$ cat src/ifsu_pkg.sv
`timescale 1ns / 1ps

package ifsu_pkg;

   localparam int unsigned CSR_DATA_W = 4;

   localparam logic [1:0] MODE_INT8    = 2'd0;
   localparam logic [1:0] MODE_COMPLEX = 2'd1;
   localparam logic [1:0] MODE_PACK2   = 2'd2;
   localparam logic [1:0] MODE_PACK4   = 2'd3;

   localparam logic CSR_FORMAT_MODE = 1'b0;
   localparam logic CSR_I_ONLY_MASK = 1'b1;

   localparam logic [2:0] CHAN_COUNT_ONE  = 3'd1;
   localparam logic [2:0] CHAN_COUNT_TWO  = 3'd2;
   localparam logic [2:0] CHAN_COUNT_FOUR = 3'd4;

   typedef struct packed {
      logic [7:0] raw_first;
      logic [7:0] raw_second;
   } req_type;

   typedef struct packed {
      logic signed [7:0] ch0_i;
      logic signed [7:0] ch0_q;
      logic signed [7:0] ch1_i;
      logic signed [7:0] ch1_q;
      logic signed [7:0] ch2_i;
      logic signed [7:0] ch2_q;
      logic signed [7:0] ch3_i;
      logic signed [7:0] ch3_q;
      logic [2:0]        channel_count;
   } rsp_type;

   // 2-bit I code: +1, +3, -1, -3
   function automatic logic signed [7:0] code_to_i(input logic [1:0] code);
      logic signed [7:0] val;
      case (code)
         2'd0:    val = 8'sd1;
         2'd1:    val = 8'sd3;
         2'd2:    val = -8'sd1;
         default: val = -8'sd3;
      endcase
      return val;
   endfunction

   // 2-bit Q code: -1, -3, +1, +3
   function automatic logic signed [7:0] code_to_q(input logic [1:0] code);
      logic signed [7:0] val;
      case (code)
         2'd0:    val = -8'sd1;
         2'd1:    val = -8'sd3;
         2'd2:    val = 8'sd1;
         default: val = 8'sd3;
      endcase
      return val;
   endfunction

endpackage

$ cat src/ifsu_chan_stage.sv
`timescale 1ns / 1ps

module ifsu_chan_stage
   import ifsu_pkg::*;
(
   input  logic              clock,
   input  logic [3:0]        nib,
   input  logic              i_only,
   output logic signed [7:0] samp_i_ff,
   output logic signed [7:0] samp_q_ff
);

   logic signed [7:0] samp_i_in;
   logic signed [7:0] samp_q_in;

   always_comb begin
      samp_i_in = code_to_i(nib[1:0]);
      samp_q_in = i_only ? 8'sd0 : code_to_q(nib[3:2]);
   end

   always_ff @(posedge clock) begin
      samp_i_ff <= samp_i_in;
      samp_q_ff <= samp_q_in;
   end

endmodule

$ cat src/if_sample_unpacker_unit.sv
`timescale 1ns / 1ps

// IF sample unpacker. Takes one sample instant (one or two raw bytes) per
// clock on start and returns four channels of signed 8-bit I/Q plus the
// channel count on rsp_valid. The three register stages (input capture,
// 2-bit code decode, format select) run freely, so busy stays low and a new
// transaction may enter every cycle; throughput is one transaction per
// clock. The receiver cannot stall: each result is shown for exactly one
// cycle. Format and I-only mask are captured with each transaction at
// input, so write them while idle.
module if_sample_unpacker_unit
   import ifsu_pkg::*;
(
   input  logic                  clock,
   input  logic                  reset,
   input  logic                  start,
   output logic                  busy,
   input  req_type               req_data,
   output logic                  rsp_valid,
   output rsp_type               rsp_data,
   input  logic                  csr_we,
   input  logic                  csr_index,
   input  logic [CSR_DATA_W-1:0] csr_wdata
);

   logic [1:0] format_mode_ff;
   logic [3:0] i_only_mask_ff;

   logic       s1_valid_ff;
   req_type    s1_data_ff;
   logic [1:0] s1_mode_ff;
   logic [3:0] s1_mask_ff;

   logic              s2_valid_ff;
   logic [1:0]        s2_mode_ff;
   logic signed [7:0] s2_byte_i_ff;
   logic signed [7:0] s2_neg_q_ff;
   logic signed [7:0] s2_pk_i [4];
   logic signed [7:0] s2_pk_q [4];
   logic signed [7:0] s2_neg_q_in;

   rsp_type rsp_data_in;
   logic    rsp_valid_ff;
   rsp_type rsp_data_ff;

   assign busy = 1'b0;

   always_ff @(posedge clock) begin
      if (reset) begin
         format_mode_ff <= MODE_INT8;
         i_only_mask_ff <= 4'd0;
      end else if (csr_we) begin
         unique case (csr_index)
            CSR_FORMAT_MODE: format_mode_ff <= csr_wdata[1:0];
            CSR_I_ONLY_MASK: i_only_mask_ff <= csr_wdata[3:0];
            default: ;
         endcase
      end
   end

   // stage 1: capture transaction with its config
   always_ff @(posedge clock) begin
      if (reset) begin
         s1_valid_ff <= 1'b0;
      end else begin
         s1_valid_ff <= start & ~busy;
      end
   end

   always_ff @(posedge clock) begin
      s1_data_ff <= req_data;
      s1_mode_ff <= format_mode_ff;
      s1_mask_ff <= i_only_mask_ff;
   end

   // stage 2: decode every nibble, negate second byte (wraps at -128)
   ifsu_chan_stage u_ch0 (
      .clock     (clock),
      .nib       (s1_data_ff.raw_first[3:0]),
      .i_only    (s1_mask_ff[0]),
      .samp_i_ff (s2_pk_i[0]),
      .samp_q_ff (s2_pk_q[0])
   );

   ifsu_chan_stage u_ch1 (
      .clock     (clock),
      .nib       (s1_data_ff.raw_first[7:4]),
      .i_only    (s1_mask_ff[1]),
      .samp_i_ff (s2_pk_i[1]),
      .samp_q_ff (s2_pk_q[1])
   );

   ifsu_chan_stage u_ch2 (
      .clock     (clock),
      .nib       (s1_data_ff.raw_second[3:0]),
      .i_only    (s1_mask_ff[2]),
      .samp_i_ff (s2_pk_i[2]),
      .samp_q_ff (s2_pk_q[2])
   );

   ifsu_chan_stage u_ch3 (
      .clock     (clock),
      .nib       (s1_data_ff.raw_second[7:4]),
      .i_only    (s1_mask_ff[3]),
      .samp_i_ff (s2_pk_i[3]),
      .samp_q_ff (s2_pk_q[3])
   );

   assign s2_neg_q_in = 8'sd0 - $signed(s1_data_ff.raw_second);

   always_ff @(posedge clock) begin
      if (reset) begin
         s2_valid_ff <= 1'b0;
      end else begin
         s2_valid_ff <= s1_valid_ff;
      end
   end

   always_ff @(posedge clock) begin
      s2_mode_ff   <= s1_mode_ff;
      s2_byte_i_ff <= $signed(s1_data_ff.raw_first);
      s2_neg_q_ff  <= s2_neg_q_in;
   end

   // stage 3: select by format, zero unused channels
   always_comb begin
      rsp_data_in = '0;
      unique case (s2_mode_ff)
         MODE_INT8: begin
            rsp_data_in.ch0_i         = s2_byte_i_ff;
            rsp_data_in.channel_count = CHAN_COUNT_ONE;
         end
         MODE_COMPLEX: begin
            rsp_data_in.ch0_i         = s2_byte_i_ff;
            rsp_data_in.ch0_q         = s2_neg_q_ff;
            rsp_data_in.channel_count = CHAN_COUNT_ONE;
         end
         MODE_PACK2: begin
            rsp_data_in.ch0_i         = s2_pk_i[0];
            rsp_data_in.ch0_q         = s2_pk_q[0];
            rsp_data_in.ch1_i         = s2_pk_i[1];
            rsp_data_in.ch1_q         = s2_pk_q[1];
            rsp_data_in.channel_count = CHAN_COUNT_TWO;
         end
         MODE_PACK4: begin
            rsp_data_in.ch0_i         = s2_pk_i[0];
            rsp_data_in.ch0_q         = s2_pk_q[0];
            rsp_data_in.ch1_i         = s2_pk_i[1];
            rsp_data_in.ch1_q         = s2_pk_q[1];
            rsp_data_in.ch2_i         = s2_pk_i[2];
            rsp_data_in.ch2_q         = s2_pk_q[2];
            rsp_data_in.ch3_i         = s2_pk_i[3];
            rsp_data_in.ch3_q         = s2_pk_q[3];
            rsp_data_in.channel_count = CHAN_COUNT_FOUR;
         end
         default: ;
      endcase
   end

   always_ff @(posedge clock) begin
      if (reset) begin
         rsp_valid_ff <= 1'b0;
      end else begin
         rsp_valid_ff <= s2_valid_ff;
      end
   end

   always_ff @(posedge clock) begin
      rsp_data_ff <= rsp_data_in;
   end

   assign rsp_valid = rsp_valid_ff;
   assign rsp_data  = rsp_data_ff;

endmodule
$ cat config.mk
export PLATFORM = sky130hd
export DESIGN_NAME = if_sample_unpacker_unit
export DESIGN_NICKNAME = d
export VERILOG_FILES = /design/src/ifsu_pkg.sv /design/src/ifsu_chan_stage.sv /design/src/if_sample_unpacker_unit.sv
export SDC_FILE = /design/constraint.sdc
export NUM_CORES = 1
export LEC_CHECK = 0
export BUFFER_PORTS_ARGS = -buffer_cell sky130_fd_sc_hd__buf_2
export CAP_MARGIN = 10
export CORE_UTILIZATION = 55
export DETAILED_ROUTE_END_ITERATION = 12
export PLACE_DENSITY = 0.81
export SLEW_MARGIN = 20
export SYNTH_ARGS = -nofsm -noshare
export SYNTH_HDL_FRONTEND = slang
export SYNTH_HIERARCHICAL = 1
export SYNTH_SLANG_ARGS = --single-unit
export TNS_END_PERCENT = 30
$ cat constraint.sdc
create_clock -name clock -period 2.65 [get_ports clock]
set_input_delay 0.1325 -clock clock [delete_from_list [all_inputs] [get_ports clock]]
set_output_delay 0.1325 -clock clock [all_outputs]
set_load 0.02 [all_outputs]
==> impl_metrics.env <==
export IMPL_async_flop_share=0
export IMPL_antenna_cells=0
export IMPL_nNetsFinal=495
export IMPL_drc=0
export IMPL_clock_sinks=136
export IMPL_cts_resized=0
export IMPL_antenna_found_initial=0
export IMPL_startpoint_type="input pin"
export IMPL_clkLatencyLatePin_ns=0.50
export IMPL_ctsLongestPathBuffers=2
export IMPL_die_area_um2=8125
export IMPL_grt_pass1_wl_um=10760
export IMPL_grt_usage=0.1732
export IMPL_synth_ff_type="dfxtp_1"
export IMPL_vias_per_cell=4.510
export IMPL_cts_tree="done"
export IMPL_synthDistinctLibCells=28
export IMPL_cp_data_required_time_ns=3.09
export IMPL_finalSetupViolations=0
export IMPL_port_buffers=92
export IMPL_dpl_hpwl_um=3976
export IMPL_dr_pass1_iters=5
export IMPL_grt_ovfl_total=0
export IMPL_htreeDepth=4
export IMPL_tightest_slew_ns=0.5960
export IMPL_start_util=0.5798
export IMPL_drt_iter0_markers=58
export IMPL_wl_um=6727
export IMPL_fin_skew_ns=0.005388
export IMPL_synth_edff_count=0
export IMPL_hold_viol_final=0
export IMPL_finalPower_w=0.004906
export IMPL_routedWlPerCell_um=11.99
export IMPL_fp_row_count=31
export IMPL_max_cap_violations=0
export IMPL_cts_clk_slew_worst_paths_ns=0.06
export IMPL_fmax_ghz=0.5746
export IMPL_hold_ws_ns=0.1197
export IMPL_worst_ir_drop_vdd_v=0.0004500
export IMPL_setup_worst_path_end_class="register"
export IMPL_worstPathArrival_ns=2.18
export IMPL_core_um2=7370
export IMPL_vias=2530
export IMPL_die_h_um=90.14
export IMPL_drive_gt1_frac=0.3074
export IMPL_nFillCells=497
export IMPL_syn_avg_cell_area_um2=11.87
export IMPL_synth_cells=360
export IMPL_seq_area_frac_synth=0.6372
export IMPL_grt_pass1_vias=2407
export IMPL_drv_slew=0
export IMPL_hp_class="in -> reg"
export IMPL_grt_max_degree=37
export IMPL_p_per_area_nw_per_um2=897.3
export IMPL_cts_buffers=17
export IMPL_multi_input_area_um2=1076
export IMPL_post_route_period_util=0.6567
export IMPL_crit_path_max_fanout=7
export IMPL_cts_setup_buffers=0
export IMPL_setup_tns_ns=0
export IMPL_layout_setup_ws_ns=0.9096
export IMPL_fin_crit_ns=1.740
export IMPL_gp_congestion=0.7582
export IMPL_slew_headroom=0.6026
export IMPL_synth_nets=406
export IMPL_path_class="in -> reg"
export IMPL_dp_slack_ns=1.295
export IMPL_drtAntennaViolNets=0
export IMPL_cellLeakagePower_nw=2.733
export IMPL_seqCellArea_um2=2724
export IMPL_io_pins=94
export IMPL_cts_root_buf="clkbuf_8"
export IMPL_rsz0062_at_grt="false"
export IMPL_ys_seq_elements=136
export IMPL_die_w_um=90.14
export IMPL_yosysWarnings=6
export IMPL_netlist_area_um2=4273
export IMPL_outcome="finished, final reports clean"
export IMPL_area_delta_synth_final_pct=27.96
==> kinds of logic after synthesis <==
kind of cell / Yosys count / share of synthesized area
other cells: 5 / 0.004393
simple gates: 89 / 0.1280
flops: 136 / 0.6372
buf+inv: 81 / 0.1110
xor+xnor: 6 / 0.01230
mux: 9 / 0.02343
fa+ha+maj: 21 / 0.06149
compound gates: 13 / 0.02225
==> critical path, cell delays in order <==
cell and delay, ns:
dlygate4sd3_1 0.52, buf_2 0.17, nand3_1 0.09, dlygate4sd3_1 0.56
a21oi_1 0.14, dlygate4sd3_1 0.56
==> power by group <==
part / switching [W] / internal (W)
Combinational: 0.000108 / 0.000109
Sequential: 0.0000572 / 0.00214
Clock: 0.000836 / 0.00166
Total: 0.00100 / 0.00391
==> final timing paths <==
| path | from | to | slack (ns) | cells past startpoint |
|---|---|---|---|---|
| hold reg to reg | s1_mode_ff[1] | s2_mode_ff[1] | 0.33 | 0 |
| setup / recovery | csr_we | i_only_mask_ff[2] | 0.91 | 6 |
| hold / removal | csr_index | format_mode_ff[1] | 0.12 | 4 |
| setup reg to reg | s1_data_ff[1] | s2_neg_q_ff[4] | 1.26 | 5 |
==> timing repair <==
action | in CTS | in global routing
endpoints found under the setup margin | 0 | 0
hold buffers | 33 | 0
hold endpoints to repair | 25 | 0
==> placed cells by master, fill, tap and decap left out, drive strengths merged, types with 4 or more instances in the layout <==
cell,n
dfxtp,136
buf,94
dlygate4sd3,33
and3,32
inv,26
ha,21
clkbuf,18
and2,17
nor2,11
a22o,8
mux2,8
nand2,6
clkinv,6
xnor2,5
a21oi,5
conb,5
bufinv,5
nor3,5
nor2b,4
nand3,4
or2,4
==> sequential cells by signal, indices dropped and copies added (netlist names), 3 cells and up <==
register / flops
i_only_mask_ff: 4
rsp_data: 67
s1_data_ff: 16
s1_mask_ff: 4
s2_byte_i_ff: 8
s2_neg_q_ff: 8
u_ch0/samp_q_ff: 3
u_ch1/samp_q_ff: 3
u_ch2/samp_q_ff: 3
u_ch3/samp_q_ff: 3
==> metal layers <==
layer  GRT usage  part of all wire  vias to the layer above  wire (µm)
met5           0                 0                        -          0
met4     0.09005             0.016                        0        110
met3     0.05668             0.047                       11        314
met2      0.3073              0.52                       74       3493
met1      0.1820              0.42                     1164       2808
li1            -                 -                     1281          -
==> Yosys cell counts, drive strengths merged (4+ instances only) <==
cell / number / area (µm²)
dfxtp: 136 / 2723
buf: 46 / 342.8
and3: 32 / 200.2
inv: 24 / 90.09
ha: 21 / 262.8
and2: 17 / 106.4
clkbuf: 11 / 41.29
nor2: 11 / 41.29
a22o: 8 / 70.07
mux2: 8 / 90.09
nand2: 6 / 22.52
a21oi: 5 / 25.02
conb: 5 / 18.77
nor3: 5 / 45.04
xnor2: 5 / 43.79
nand3: 4 / 20.02
nor2b: 4 / 25.02
or2: 4 / 25.02
==> per-stage QoR <==
| step | instances | cell area, µm² | utilization |
|---|---|---|---|
| after floorplan | 360 | 4273 | - |
| after global placement | 496 | 4489 | 0.6092 |
| after detailed placement | 496 | 4489 | 0.6092 |
| after CTS | 561 | 5468 | 0.7419 |
| after global routing | 561 | 5468 | 0.7419 |
| final | 561 | 5468 | 0.7419 |
==> layout make-up <==
type / instances / share of cell area
Inverter: 24 / 0.01648
Timing Repair Buffer: 127 / 0.1474
Clock buffer: 18 / 0.07826
Clock inverter: 14 / 0.04027
Multi-Input combinational cell: 143 / 0.1968
Tap cell: 99 / 0.02265
Sequential cell: 136 / 0.4982
Note: power is estimated with default switching activity, not from simulation.
